## src/hdl/ahpc_pkg.sv

```systemverilog
// ----------------------------------------------------------------------------
// ahpc_pkg
// Shared types, codes and character classes for the authority host/port
// checker.
// ----------------------------------------------------------------------------
package ahpc_pkg;

   // field widths
   localparam int CH_W     = 8;
   localparam int COUNT_W  = 10;
   localparam int PORT_W   = 16;
   localparam int ACCUM_W  = 17;
   localparam int ERR_W    = 3;
   localparam int CSR_AW   = 2;
   localparam int CSR_DW   = 32;

   typedef logic [CH_W-1:0]    byte_type;
   typedef logic [COUNT_W-1:0] count_type;
   typedef logic [ACCUM_W-1:0] accum_type;
   typedef logic [ERR_W-1:0]   err_type;

   // verdict codes
   localparam err_type ERR_OK    = 3'd0;
   localparam err_type ERR_LONG  = 3'd1;
   localparam err_type ERR_FIRST = 3'd2;
   localparam err_type ERR_CHAR  = 3'd3;
   localparam err_type ERR_PAIR  = 3'd4;
   localparam err_type ERR_COLON = 3'd5;
   localparam err_type ERR_PORT  = 3'd6;
   localparam err_type ERR_LAST  = 3'd7;

   // register map
   localparam logic [CSR_AW-1:0] CSR_MAX_LENGTH_ADDR = 2'd0;
   localparam count_type MAX_LENGTH_RESET = 10'd255;

   // limits
   localparam count_type COUNT_MAX = 10'h3FF;
   localparam accum_type PORT_SAT  = 17'd65536;

   // characters
   localparam byte_type CH_DOT   = 8'h2E;
   localparam byte_type CH_DASH  = 8'h2D;
   localparam byte_type CH_COLON = 8'h3A;
   localparam byte_type CH_ZERO  = 8'h30;
   localparam byte_type CH_NINE  = 8'h39;
   localparam byte_type CH_LA    = 8'h61;
   localparam byte_type CH_LZ    = 8'h7A;
   localparam byte_type CH_UA    = 8'h41;
   localparam byte_type CH_UZ    = 8'h5A;

   function automatic logic is_digit(input byte_type c);
      return (c >= CH_ZERO) && (c <= CH_NINE);
   endfunction

   function automatic logic is_alnum(input byte_type c);
      return is_digit(c) || ((c >= CH_LA) && (c <= CH_LZ)) ||
             ((c >= CH_UA) && (c <= CH_UZ));
   endfunction

   function automatic logic is_sep(input byte_type c);
      return (c == CH_DOT) || (c == CH_DASH) || (c == CH_COLON);
   endfunction

endpackage

```

## src/hdl/ahpc_ifs.sv

```systemverilog
// ----------------------------------------------------------------------------
// ahpc request and result channels
// Valid/ready channels carrying one authority byte and one verdict.
// ----------------------------------------------------------------------------
interface ahpc_req_if;
   import ahpc_pkg::*;

   logic             valid;
   logic             ready;
   logic [CH_W-1:0]  ch;
   logic             last;

   modport source (output valid, ch, last, input ready);
   modport sink   (input valid, ch, last, output ready);
endinterface

interface ahpc_rsp_if;
   import ahpc_pkg::*;

   logic                valid;
   logic                ready;
   logic                valid_res;
   logic [ERR_W-1:0]    error;
   logic                has_port;
   logic [PORT_W-1:0]   port;
   logic [COUNT_W-1:0]  auth_length;

   modport source (output valid, valid_res, error, has_port, port, auth_length,
                   input ready);
   modport sink   (input valid, valid_res, error, has_port, port, auth_length,
                   output ready);
endinterface

```

## src/hdl/authority_host_port_check.sv

```systemverilog
// ----------------------------------------------------------------------------
// authority_host_port_check
// Checks the host and optional port of a URL authority, one byte a cycle while not stalled.
// ----------------------------------------------------------------------------
// verdict path: a last byte is registered in the input stage, checked there
// and its verdict registered in the result stage, where it waits for ready
// throughput: one byte per cycle, set by the single per-byte check stage,
// except that a waiting verdict stalls a last byte and the bytes behind it
// reset: synchronous, clears the run state, both stages and max_length to 255
module authority_host_port_check (
   input  logic                         clock,
   input  logic                         reset,
   ahpc_req_if.sink                     req_bus,
   ahpc_rsp_if.source                   rsp_bus,
   input  logic                         csr_psel,
   input  logic                         csr_penable,
   input  logic                         csr_pwrite,
   input  logic [ahpc_pkg::CSR_AW-1:0]  csr_paddr,
   input  logic [ahpc_pkg::CSR_DW-1:0]  csr_pwdata,
   output logic [ahpc_pkg::CSR_DW-1:0]  csr_prdata,
   output logic                         csr_pready
);
   import ahpc_pkg::*;

   // configuration
   count_type max_length_ff, max_length_in;

   // input stage
   logic     in_valid_ff, in_valid_in;
   byte_type in_ch_ff, in_ch_in;
   logic     in_last_ff, in_last_in;

   // run state
   count_type count_ff, count_in;
   byte_type  prev_ff, prev_in;
   logic      pmode_ff, pmode_in;
   accum_type accum_ff, accum_in;
   err_type   ferr_ff, ferr_in;

   // result stage
   logic              out_valid_ff, out_valid_in;
   logic              out_ok_ff, out_ok_in;
   err_type           out_err_ff, out_err_in;
   logic              out_hasp_ff, out_hasp_in;
   logic [PORT_W-1:0] out_port_ff, out_port_in;
   count_type         out_len_ff, out_len_in;

   // step signals
   logic      advance, step, first, sat, pair_bad, colon_new, digit_add;
   err_type   err_a, err_b, err_c, verdict;
   count_type count_next;
   logic      pmode_next;
   accum_type accum_next;
   logic [19:0] accum_x10;

   // apb port, always ready
   assign csr_pready = 1'b1;
   assign csr_prdata = (csr_paddr == CSR_MAX_LENGTH_ADDR) ?
                       {{(CSR_DW-COUNT_W){1'b0}}, max_length_ff} : '0;

   always_comb begin
      max_length_in = max_length_ff;
      if (csr_psel && csr_penable && csr_pwrite && csr_paddr == CSR_MAX_LENGTH_ADDR) begin
         max_length_in = csr_pwdata[COUNT_W-1:0];
      end
   end

   // a byte in the input stage moves on unless it is a last byte blocked by a
   // verdict still waiting
   assign advance = !in_last_ff || !out_valid_ff || rsp_bus.ready;
   assign step    = in_valid_ff && advance;
   assign req_bus.ready = !in_valid_ff || advance;

   always_comb begin
      in_valid_in = in_valid_ff;
      in_ch_in    = in_ch_ff;
      in_last_in  = in_last_ff;
      if (req_bus.ready) begin
         in_valid_in = req_bus.valid;
         in_ch_in    = req_bus.ch;
         in_last_in  = req_bus.last;
      end
   end

   // per-byte checks, first error wins, except that a saturated count forces ERR_LONG
   assign first      = (count_ff == '0);
   assign sat        = (count_ff == COUNT_MAX);
   assign count_next = sat ? count_ff : count_ff + 1'b1;
   assign err_a      = sat ? ERR_LONG : ferr_ff;

   assign pair_bad = !first && is_sep(prev_ff) && is_sep(in_ch_ff) &&
                     !((prev_ff == in_ch_ff) &&
                       ((in_ch_ff == CH_DASH) || (in_ch_ff == CH_COLON)));

   always_comb begin
      err_b = err_a;
      if (err_a == ERR_OK && pair_bad) begin
         err_b = ERR_PAIR;
      end
      err_c = err_b;
      if (err_b == ERR_OK) begin
         if (first && !is_alnum(in_ch_ff)) begin
            err_c = ERR_FIRST;
         end else if (pmode_ff ? !is_digit(in_ch_ff)
                               : !(is_alnum(in_ch_ff) || is_sep(in_ch_ff))) begin
            err_c = ERR_CHAR;
         end else if (in_ch_ff == CH_COLON && !pmode_ff && in_last_ff) begin
            err_c = ERR_COLON;
         end
      end
   end

   // port separator and saturating port accumulator
   assign colon_new  = (in_ch_ff == CH_COLON) && !pmode_ff;
   assign pmode_next = pmode_ff || (colon_new && !in_last_ff);
   assign digit_add  = !colon_new && pmode_ff && is_digit(in_ch_ff);
   assign accum_x10  = {accum_ff, 3'b000} + {2'b00, accum_ff, 1'b0} +
                       {12'd0, in_ch_ff - CH_ZERO};

   always_comb begin
      accum_next = accum_ff;
      if (digit_add) begin
         accum_next = (accum_x10 > {3'd0, PORT_SAT}) ? PORT_SAT
                                                     : accum_x10[ACCUM_W-1:0];
      end
   end

   // verdict on the last byte
   always_comb begin
      if (err_c == ERR_LONG || count_next > max_length_ff) begin
         verdict = ERR_LONG;
      end else if (err_c != ERR_OK) begin
         verdict = err_c;
      end else if (pmode_next && accum_next[ACCUM_W-1]) begin
         verdict = ERR_PORT;
      end else if (in_ch_ff == CH_DOT || in_ch_ff == CH_DASH) begin
         verdict = ERR_LAST;
      end else begin
         verdict = ERR_OK;
      end
   end

   // run state update, cleared after each verdict
   always_comb begin
      count_in = count_ff;
      prev_in  = prev_ff;
      pmode_in = pmode_ff;
      accum_in = accum_ff;
      ferr_in  = ferr_ff;
      if (step) begin
         if (in_last_ff) begin
            count_in = '0;
            prev_in  = '0;
            pmode_in = 1'b0;
            accum_in = '0;
            ferr_in  = ERR_OK;
         end else begin
            count_in = count_next;
            prev_in  = in_ch_ff;
            pmode_in = pmode_next;
            accum_in = accum_next;
            ferr_in  = err_c;
         end
      end
   end

   // result register
   always_comb begin
      out_valid_in = out_valid_ff;
      out_ok_in    = out_ok_ff;
      out_err_in   = out_err_ff;
      out_hasp_in  = out_hasp_ff;
      out_port_in  = out_port_ff;
      out_len_in   = out_len_ff;
      if (out_valid_ff && rsp_bus.ready) begin
         out_valid_in = 1'b0;
      end
      if (step && in_last_ff) begin
         out_valid_in = 1'b1;
         out_ok_in    = (verdict == ERR_OK);
         out_err_in   = verdict;
         out_hasp_in  = pmode_next;
         out_port_in  = (pmode_next && verdict == ERR_OK) ? accum_next[PORT_W-1:0] : '0;
         out_len_in   = count_next;
      end
   end

   assign rsp_bus.valid       = out_valid_ff;
   assign rsp_bus.valid_res   = out_ok_ff;
   assign rsp_bus.error       = out_err_ff;
   assign rsp_bus.has_port    = out_hasp_ff;
   assign rsp_bus.port        = out_port_ff;
   assign rsp_bus.auth_length = out_len_ff;

   // control registers
   always_ff @(posedge clock) begin
      if (reset) begin
         max_length_ff <= MAX_LENGTH_RESET;
         in_valid_ff   <= 1'b0;
         count_ff      <= '0;
         prev_ff       <= '0;
         pmode_ff      <= 1'b0;
         accum_ff      <= '0;
         ferr_ff       <= ERR_OK;
         out_valid_ff  <= 1'b0;
      end else begin
         max_length_ff <= max_length_in;
         in_valid_ff   <= in_valid_in;
         count_ff      <= count_in;
         prev_ff       <= prev_in;
         pmode_ff      <= pmode_in;
         accum_ff      <= accum_in;
         ferr_ff       <= ferr_in;
         out_valid_ff  <= out_valid_in;
      end
   end

   // payload registers
   always_ff @(posedge clock) begin
      in_ch_ff    <= in_ch_in;
      in_last_ff  <= in_last_in;
      out_ok_ff   <= out_ok_in;
      out_err_ff  <= out_err_in;
      out_hasp_ff <= out_hasp_in;
      out_port_ff <= out_port_in;
      out_len_ff  <= out_len_in;
   end

endmodule

```

## src/flat_wrapper.sv

```systemverilog
// flat-port wrapper written by rule: the top's interface ports become plain ports
module authority_host_port_check_flat import ahpc_pkg::*;
  (clock, reset, csr_psel, csr_penable, csr_pwrite, csr_paddr, csr_pwdata, csr_prdata, csr_pready, req_bus_valid, req_bus_ch, req_bus_last, req_bus_ready, rsp_bus_valid, rsp_bus_valid_res, rsp_bus_error, rsp_bus_has_port, rsp_bus_port, rsp_bus_auth_length, rsp_bus_ready);
  ahpc_req_if req_bus_i ();
  ahpc_rsp_if rsp_bus_i ();
  input  logic clock;
  input  logic reset;
  input  logic csr_psel;
  input  logic csr_penable;
  input  logic csr_pwrite;
  input  logic [ahpc_pkg::CSR_AW-1:0] csr_paddr;
  input  logic [ahpc_pkg::CSR_DW-1:0] csr_pwdata;
  output logic [ahpc_pkg::CSR_DW-1:0] csr_prdata;
  output logic csr_pready;
  input wire logic [$bits(req_bus_i.valid)-1:0] req_bus_valid;
  input wire logic [$bits(req_bus_i.ch)-1:0] req_bus_ch;
  input wire logic [$bits(req_bus_i.last)-1:0] req_bus_last;
  output wire logic [$bits(req_bus_i.ready)-1:0] req_bus_ready;
  output wire logic [$bits(rsp_bus_i.valid)-1:0] rsp_bus_valid;
  output wire logic [$bits(rsp_bus_i.valid_res)-1:0] rsp_bus_valid_res;
  output wire logic [$bits(rsp_bus_i.error)-1:0] rsp_bus_error;
  output wire logic [$bits(rsp_bus_i.has_port)-1:0] rsp_bus_has_port;
  output wire logic [$bits(rsp_bus_i.port)-1:0] rsp_bus_port;
  output wire logic [$bits(rsp_bus_i.auth_length)-1:0] rsp_bus_auth_length;
  input wire logic [$bits(rsp_bus_i.ready)-1:0] rsp_bus_ready;
  assign req_bus_i.valid = req_bus_valid;
  assign req_bus_i.ch = req_bus_ch;
  assign req_bus_i.last = req_bus_last;
  assign req_bus_ready = req_bus_i.ready;
  assign rsp_bus_valid = rsp_bus_i.valid;
  assign rsp_bus_valid_res = rsp_bus_i.valid_res;
  assign rsp_bus_error = rsp_bus_i.error;
  assign rsp_bus_has_port = rsp_bus_i.has_port;
  assign rsp_bus_port = rsp_bus_i.port;
  assign rsp_bus_auth_length = rsp_bus_i.auth_length;
  assign rsp_bus_i.ready = rsp_bus_ready;
  authority_host_port_check u_core (.clock(clock), .reset(reset), .req_bus(req_bus_i), .rsp_bus(rsp_bus_i), .csr_psel(csr_psel), .csr_penable(csr_penable), .csr_pwrite(csr_pwrite), .csr_paddr(csr_paddr), .csr_pwdata(csr_pwdata), .csr_prdata(csr_prdata), .csr_pready(csr_pready));
endmodule
```

## config.mk

```make
export PLATFORM = sky130hd
export DESIGN_NAME = authority_host_port_check_flat
export DESIGN_NICKNAME = d
export VERILOG_FILES = /design/src/hdl/ahpc_pkg.sv /design/src/hdl/ahpc_ifs.sv /design/src/hdl/authority_host_port_check.sv /design/src/flat_wrapper.sv
export SDC_FILE = /design/constraint.sdc
export NUM_CORES = 1
export LEC_CHECK = 0
export ABC_CLOCK_PERIOD_IN_PS = 7450
export BUFFER_PORTS_ARGS = -buffer_cell sky130_fd_sc_hd__buf_4
export CORE_MARGIN = 2
export CORE_UTILIZATION = 35
export DETAILED_ROUTE_END_ITERATION = 8
export HOLD_SLACK_MARGIN = 0.03
export SLEW_MARGIN = 20
export SYNTH_ARGS = -nofsm -noshare
export SYNTH_HDL_FRONTEND = slang
export SYNTH_SLANG_ARGS = --single-unit
```

## constraint.sdc

```tcl
create_clock -name clock -period 7.45 [get_ports clock]
set_input_delay 1.1175 -clock clock [delete_from_list [all_inputs] [get_ports clock]]
set_output_delay 1.1175 -clock clock [all_outputs]
set_load 0.02 [all_outputs]
```

* Word level (Yosys, flattened, before mapping)
Index checks and enable logic that the tools add are counted.
** Storage, ports and cells
- Register bits after elaboration :: 91
- Bits in latches :: 0
- RAM bits :: 0
- Memory bits (read-only) :: 0
- Logic and storage cells :: 110
- Memories kept :: 0
** Operators by class
- Add/subtract/negate cells :: 4
- Multiply operators :: 0
- Div/mod/pow operators :: 0
- $lt $le $gt $ge :: 8
- Eq/ne operators :: 9
- Shifts and indexed selects :: 0
- Muxes and demuxes :: 22
- Bitwise gates (word level) :: 0
- Reduce and logical (&&, ||, !) cells :: 52
** Operators with widths (count)
- 2-to-1 mux 17 bit :: 3
- == test 8 x 6 -> 1 bit (second input constant) :: 6
- 2-to-1 mux 3 bit :: 11
- 2-to-1 mux 10 bit :: 3
- logical AND 1 bit :: 22
- adder 20 x 18 -> 20 bit :: 1
- adder 20 x 8 -> 20 bit :: 1
- greater-than comparator 20 x 17 -> 1 bit (second input constant) :: 1
- greater-or-equal comparator 8 x 7 -> 1 bit (second input constant) :: 2
- less-or-equal comparator 8 x 7 -> 1 bit (second input constant) :: 2
- logical OR 1 bit :: 13
- adder 10 x 1 -> 10 bit (second input constant) :: 1
- == test 10 bit (second input constant) :: 1
- greater-than comparator 10 bit :: 1
- logical NOT 1 bit :: 10
- logical NOT 10 bit :: 1
- logical NOT 3 bit :: 3
- == test 8 bit :: 1
- greater-or-equal comparator 8 x 6 -> 1 bit (second input constant) :: 1
- less-or-equal comparator 8 x 6 -> 1 bit (second input constant) :: 1
- 2-to-1 mux 8 bit :: 1
- subtractor 8 x 6 -> 8 bit (second input constant) :: 1
- 2-to-1 mux 1 bit :: 4
- == test 3 x 1 -> 1 bit (second input constant) :: 1
- other kinds (3) :: 3

* Logic depth before layout (Yosys ltp)
Gate-level depths: netlist (run 1).
- Depth in word-level cells :: 17
- Gate-level depth with buffers :: 17
- Depth with buffers taken out :: 15

* Worst setup path after synthesis (run 1)
No wires, ideal clock.
- Path kind :: reg-to-reg
- Start :: register u_core.in_ch_ff[4]
- End :: register u_core.out_port_ff[10] (netlist: u_core.rsp_bus.port[10]) (data pin)
- Library setup time :: 0.141 ns
- Data arrival time :: 3.978 ns
- Required time :: 7.309 ns
- Path slack :: 3.332 ns
- Stages on the path, launching flop included :: 15
- Path buffers :: 1
- Clock period less this slack :: 4.118 ns
- Cells stage by stage :: edfxtp_1 > ha_1 > xor2_1 > fa_1 > inv_1 > ha_1 > and2_1 > a221oi_2 > a21oi_1 > o21a_1 > o311ai_0 > nand4_1 > a2111o_1 > buf_6 > a21oi_2
** On the way
- Word-level cells in the longest chain between the ends :: 16
** Ends and longest elaborated chain
- start, declared :: RTL line authority_host_port_check.sv:30 : byte_type in_ch_ff, in_ch_in;
- start signal, assigned :: RTL line authority_host_port_check.sv:220 : in_ch_ff <= in_ch_in;
- parallel branches: the longest is 16 deep, another holds adder 20 x 8 -> 20 bit
- end signal, assigned :: RTL line authority_host_port_check.sv:225 : out_port_ff <= out_port_in;
- end, declared :: RTL line authority_host_port_check.sv:45 : logic [PORT_W-1:0] out_port_ff, out_port_in;
Several ways; the timed one is not identified.
A chain may end at the register's enable or synchronous reset.

* Worst setup path after layout (run 1)
- Start :: register u_core.in_ch_ff[4]
- End :: register u_core.accum_ff[6]
** On the way
- Word-level cells in the longest chain between the ends :: 7
** Ends and longest elaborated chain
- parallel branches: the longest is 5 deep, another holds adder 20 x 8 -> 20 bit
- 2-to-1 mux 17 bit (*) :: RTL line authority_host_port_check.sv:122 : if (digit_add) begin
- 2-to-1 mux 17 bit (*) :: RTL line authority_host_port_check.sv:151 : if (in_last_ff) begin
- end signal, assigned :: RTL line authority_host_port_check.sv:212 : accum_ff <= accum_in;
- end, declared :: RTL line authority_host_port_check.sv:37 : accum_type accum_ff, accum_in;
Mark *: on every way between the ends.

==> flow_summary.toml, run 1 <==
[sta]
tightest_slew_ns = 0.8892
drv_slew = 0
setup_viol = 0
fmax_mhz = 199.4
tns_ns = 0
hold_violations = 0
post-route-min-period_ns = 5.015
layout_setup_ws_ns = 2.435
finalClockSkew_ns = 0.007462
maxSlewHeadroom_pct = 40.72
post-route-period-util_pct = 67.31
rsz0062_at_grt = "false"

[place]
post-dp-hpwl_um = 10390
gp_congestion = 0.8587
dpl_cell_area_mm2 = 0.006600
port_buffers = 70
place_ws_ns = 2.484

[setup_path]
critPathLaunchType = "flip-flop"
critical_path_peak_fanout = 13
cp_num_buf_inv = 1
cp_slowest_cell = "and4_1"
arrival_ns = 5.30
crit_type = "reg -> reg"
cp_top_family = "compound AO/OA/AOI/OAI gates"
crit_top_cell = "ha_1"
critPathRequiredTime_ns = 7.74
path_cells = "ha_1 > xor2_1 > fa_1 > inv_1 > ha_1 > and2_1 > a221oi_2 > a21oi_1 > or4_1 > a2111oi_0 > a31o_2 > and4_1 > a22o_1"
cpPeakStageDelay_ns = 0.64
worst_setup_path_end_kind = "flip-flop"

[synthesis]
yosysMostFrequentCell = "nand2_1"
ys_warn_count = 0
synthTopCellsByCount = "62 x nand2_1, 56 x a21oi_1, 51 x dfxtp_1"
syn_area_mm2 = 0.006032
ys_ff_latch = 91
seq_area_frac_synth_pct = 36.84
synth.distinct_cells = 71
synth_area_leader_cell = "edfxtp_1"
synth_edf_count = 40
yosysTopAreaCellShare_pct = 19.91
ys.flop_type = "dfxtp_1"
postSynthCellCount = 670
post_synth.cell_area_avg_um2 = 9.003
async_reset_ff_share_pct = 0
synth_area_leaders = "edfxtp_1 20%, dfxtp_1 17%, ha_1 9.3%, a21oi_1 4.6%, nand2_1 3.9%"

[pwr]
p_sw_share_pct = 24.32
total_power_w = 0.001142
ir_worst_vdd_v = 0.00009613
clkPwrFrac_pct = 43.2
cellInternalPower_w = 0.0008640
power.switching_w = 0.0002776
power_leakage_nw = 2.876
power_density_mw_per_mm2 = 165.1
pwr-share-seq_pct = 47.7
combPwrFrac_pct = 9.1

[route]
drc = 0
via_per_inst = 5.138
wl_per_cell_um = 15.08
ant_nets = 0
first_iter_violations = 349
first_pass_iters = 5
finalWirelength_um = 14250
dr_total_vias = 4855

[layout]
fin_area_mm2 = 0.006917
insertedDiodeCount = 0
finalCoreUtilization_pct = 40.55
nNetsFinal = 816
areaGrowthSynthToFinish_pct = 14.66
drive_gt1_share_pct = 15.42

[global_routing]
track_usage_pct = 15.98
grt.overflow.total = 0
antenna_found_initial = 0
grt_start_max_net_pins = 38
grt_pass1_vias = 4492
grt_pass1_wl_um = 23340

[cts]
root_buffer = "clkbuf_16"
cts_setup_buffers = 0
numCtsBuffers = 9
cts_resized = 0
cts_tree = "done"
clock-sinks = 91
clockBufferDepth = 2
htree_levels = 3
clk_pin_slew_worst_paths_ns = 0.06
holdBufCountCts = 0
insertion_delay_ns = 0.35

[floorplanning]
start_util_pct = 35.37
rows = 48
die_area_mm2 = 0.01830
die_h_um = 135.3
die_width_um = 135.3
coreArea_mm2 = 0.01706
io_pins = 116

[worst_hold_path]
hold_path.class = "reg -> reg"

[outcome]
outcome = "finished, final reports clean"

[job]
drv_cap = 0
sequential cells by signal (all words and copies together), names as in the netlist, 3 cells and up:
name                        flops
u_core.prev_ff                  8
u_core.rsp_bus.error            3
u_core.accum_ff                17
u_core.rsp_bus.port            16
u_core.count_ff                10
u_core.ferr_ff                  3
u_core.in_ch_ff                 8
u_core.max_length_ff           10
u_core.rsp_bus.auth_length     10
worst reg2reg max path: cells and delay by family (launching register included):
kind / cells / cell delay [ns]
buffers and inverters: 1 / 0.04
XOR/XNOR: 1 / 0.17
flip-flops: 1 / 0.53
AO/OA/AOI/OAI: 5 / 1.70
AND/OR/NAND/NOR: 3 / 1.31
adder cells (fa/ha/maj): 3 / 1.19
layout by cell type (no fill, tap or decap), types with 19 or more instances in the layout:
cell type and n:
nor3_1 23, conb_1 23, inv_1 35, edfxtp_1 40
dfxtp_1 51, ha_1 45, nand2_1 62, a21oi_1 56
buf_4 72, xnor2_1 23, nor2_1 45, nand4_1 19
per-stage QoR:
stage                     hold WS (ns)  instances
after global placement          0.4439        929
after global routing            0.4924        945
final                           0.4546        945
after CTS                       0.4571        945
after floorplan                 0.4363        691
after detailed placement        0.4481        929
area by class of cell:
type                            instances  area (um^2)
Clock buffer                            9        225.2
Fill cell                            1742        10140
Inverter                               35        131.4
Clock inverter                          7        91.34
Timing Repair Buffer                   72        540.5
Sequential cell                        91         2222
Tap cell                              225        281.5
Multi-Input combinational cell        506         3425
final timing paths:
kind / slack (ns) / cells after the start / to / startpoint
worst max-delay path: 2.44 / 13 / u_core.accum_ff[6] / u_core.in_ch_ff[4]
worst min-delay path: 0.45 / 2 / u_core.max_length_ff[8] / u_core.max_length_ff[8]
worst max register to register: 2.44 / 13 / u_core.accum_ff[6] / u_core.in_ch_ff[4]
worst min register to register: 0.45 / 2 / u_core.max_length_ff[8] / u_core.max_length_ff[8]
routing by layer:
layer	track usage (%)	wire [um]	up-vias	share of wire [%]
met3	2.282	438	14	3.1
met4	5.440	201	0	1.4
met5	0	0	-	0
met2	24.31	6317	89	44
li1	-	-	2482	-
met1	23.23	7291	2270	51
power groups by stage:
| stage | logic, W | clock network, W | registers (W) |
|---|---|---|---|
| CTS | 0.000104 | 0.000504 | 0.000544 |
| floorplan | 0.0000831 | 0 | 0.000550 |
| detailed placement | 0.000104 | 0 | 0.000555 |
| global route | 0.000115 | 0.000523 | 0.000546 |
| global placement | 0.000104 | 0 | 0.000555 |
| finish | 0.000104 | 0.000494 | 0.000544 |
cell families (layout without fill, tap and decap cells):
| group | Yosys count | in the layout | synth area share [%] |
|---|---|---|---|
| compound gates | 162 | 162 | 18.50 |
| xor+xnor | 29 | 29 | 4.211 |
| fa+ha+maj | 51 | 51 | 11.33 |
| buf+inv | 94 | 123 | 7.716 |
| flops | 91 | 91 | 36.84 |
| mux | 2 | 2 | 0.3733 |
| other cells | 2 | 23 | 0.1245 |
| simple gates | 239 | 239 | 20.91 |
No activity file was read; power rests on OpenSTA's default activity.
==> inputs of run 2 (changes only) <==
--- a/config.mk
+++ b/config.mk
@@ -5,7 +5,7 @@
 export SDC_FILE = /design/constraint.sdc
 export NUM_CORES = 1
 export LEC_CHECK = 0
-export ABC_CLOCK_PERIOD_IN_PS = 7450
+export ABC_CLOCK_PERIOD_IN_PS = 4800
 export BUFFER_PORTS_ARGS = -buffer_cell sky130_fd_sc_hd__buf_4
 export CORE_MARGIN = 2
 export CORE_UTILIZATION = 35
==> constraint.sdc (replaced) <==
create_clock -name clock -period 4.8 [get_ports clock]
set_input_delay 0.72 -clock clock [delete_from_list [all_inputs] [get_ports clock]]
set_output_delay 0.72 -clock clock [all_outputs]
set_load 0.02 [all_outputs]
==> run 2 against run 1 <==
Against the previous run: final area grew 0.72%; non-clock buffer count grew 8; power grew 52%; register-to-register slack lost 2.1 ns; clock power grew 48%; clock-buffer cell count grew 3; critical path type unchanged.
==> flow_summary.toml, run 2 (synthesis results as in run 1) <==
[outcome]
outcome = "finished, final reports clean"

[floorplanning]
die_h_um = 135.3
die_width_um = 135.3
rows = 48
start_util_pct = 35.37
die_area_mm2 = 0.01830
coreArea_mm2 = 0.01706
io_pins = 116

[setup_path]
arrival_ns = 4.66
critical_path_peak_fanout = 11
reg2reg_to = "u_core.rsp_bus.port[5]"
critPathRequiredTime_ns = 5.00
worst_setup_path_end_kind = "flip-flop"
crit_type = "reg -> reg"
regToRegStartpoint = "u_core.in_ch_ff[4]"
rr_worst_depth = 14
reg2reg_setup_slack_ns = 0.33
critPathLaunchType = "flip-flop"

[worst_hold_path]
hold_path.class = "reg -> reg"
hold-path-cell-count = 2
hold_end = "u_core.max_length_ff[8]"
min-delay-start = "u_core.max_length_ff[8]"

[cts]
clk_pin_slew_worst_paths_ns = 0.07
insertion_delay_ns = 0.36
cts_setup_buffers = 0
clock-sinks = 91
clockBufferDepth = 2
htree_levels = 3
numCtsBuffers = 9
holdBufCountCts = 0
cts_tree = "done"
cts_resized = 0
root_buffer = "clkbuf_16"

[layout]
layout_commonest_cell = "buf_4"
nNetsFinal = 824
finalCoreUtilization_pct = 40.85
areaGrowthSynthToFinish_pct = 15.49
insertedDiodeCount = 0
top_register = "u_core.accum_ff"
final_cell_mix = "80 x buf_4, 62 x nand2_1, 56 x a21oi_1"
largest_register_ffs = 17
drive_gt1_share_pct = 16.48
fin_area_mm2 = 0.006967

[sta]
tns_ns = 0
drv_slew = 0
rsz0062_at_grt = "false"
post-route-period-util_pct = 93.10
maxSlewHeadroom_pct = 38.29
hold_violations = 0
fmax_mhz = 223.8
setup_viol = 0
tightest_slew_ns = 0.9257
finalClockSkew_ns = 0.01044
post-route-min-period_ns = 4.469

[place]
gp_congestion = 0.8720
dpl_cell_area_mm2 = 0.006660
post-dp-hpwl_um = 10530
port_buffers = 70

[route]
wl_per_cell_um = 15.11
finalWirelength_um = 14400
dr_total_vias = 4941
drc = 0
first_pass_iters = 5
first_iter_violations = 302
via_per_inst = 5.185
ant_nets = 0

[global_routing]
grt.overflow.total = 0
antenna_found_initial = 0
grt_pass1_wl_um = 22760
grt_start_max_net_pins = 38
grt_pass1_vias = 4413
track_usage_pct = 15.79

[pwr]
power_leakage_nw = 2.909
power_density_mw_per_mm2 = 249.5
ir_worst_vdd_v = 0.0001587

[job]
drv_cap = 0
-- run 2: cell count changes in the layout (fill, tap and decap cells not counted) --
| cell | delta |
|---|---|
| buf_4 | +8 |
| bufinv_16 | -2 |
| clkbuf_8 | +2 |
| clkbuf_16 | +1 |
| clkinv_1 | -1 |
| clkinv_2 | -1 |
| inv_4 | +1 |
-- run 2: power breakdown --
group | internal [W] | switching [W]
Clock | 0.000414 | 0.000317
Combinational | 0.0000648 | 0.0000994
Sequential | 0.000822 | 0.0000216
Total | 0.00130 | 0.000438
-- run 2: final cells by class --
class	instances	area, um^2
fill	1770	10090
multi-input combinational	506	3425
sequential	91	2222
timing repair buffer	80	600.6
tap	225	281.5
clock buffer	12	277.8
inverter	35	131.4
clock inverter	4	28.78
-- run 2: worst max path at each step --
stage | to | start | slack [ns]
floorplan | u_core.rsp_bus.port[10] | u_core.in_ch_ff[4] | 0.68
global placement | u_core.rsp_bus.port[5] | u_core.in_ch_ff[4] | 0.42
detailed placement | u_core.rsp_bus.port[0] | u_core.in_ch_ff[4] | 0.40
CTS | u_core.rsp_bus.port[5] | u_core.in_ch_ff[4] | 0.35
global route | u_core.rsp_bus.port[5] | u_core.in_ch_ff[4] | 0.05
finish | u_core.rsp_bus.port[5] | u_core.in_ch_ff[4] | 0.33
-- run 2: worst max-delay path: stages (launching register included) --
cell	delay (ns)
edfxtp_1	0.54
ha_1	0.36
xor2_1	0.18
fa_1	0.49
inv_1	0.04
ha_1	0.36
and2_1	0.23
a221oi_2	0.31
a21oi_1	0.18
or4_1	0.43
a2111oi_0	0.47
a31o_2	0.24
buf_4	0.18
nand4_1	0.11
a21oi_1	0.19
-- run 2: per-stage QoR --
stage,power (W),setup WS [ns],cells,hold WS [ns]
final,0.001738,0.3314,953,0.4599
after global routing,0.001810,0.04735,953,0.4827
after CTS,0.001756,0.3472,953,0.4625
after detailed placement,0.001025,0.4028,937,0.4528
after global placement,0.001024,0.4177,937,0.4440
after floorplan,0.0009823,0.6816,691,0.4363
-- run 2: routing by layer --
| layer | wire, um | global-route usage [%] |
|---|---|---|
| met1 | 7433 | 23.44 |
| met2 | 6230 | 22.81 |
| met4 | 280 | 6.424 |
| met3 | 457 | 2.394 |
| met5 | 0 | 0 |
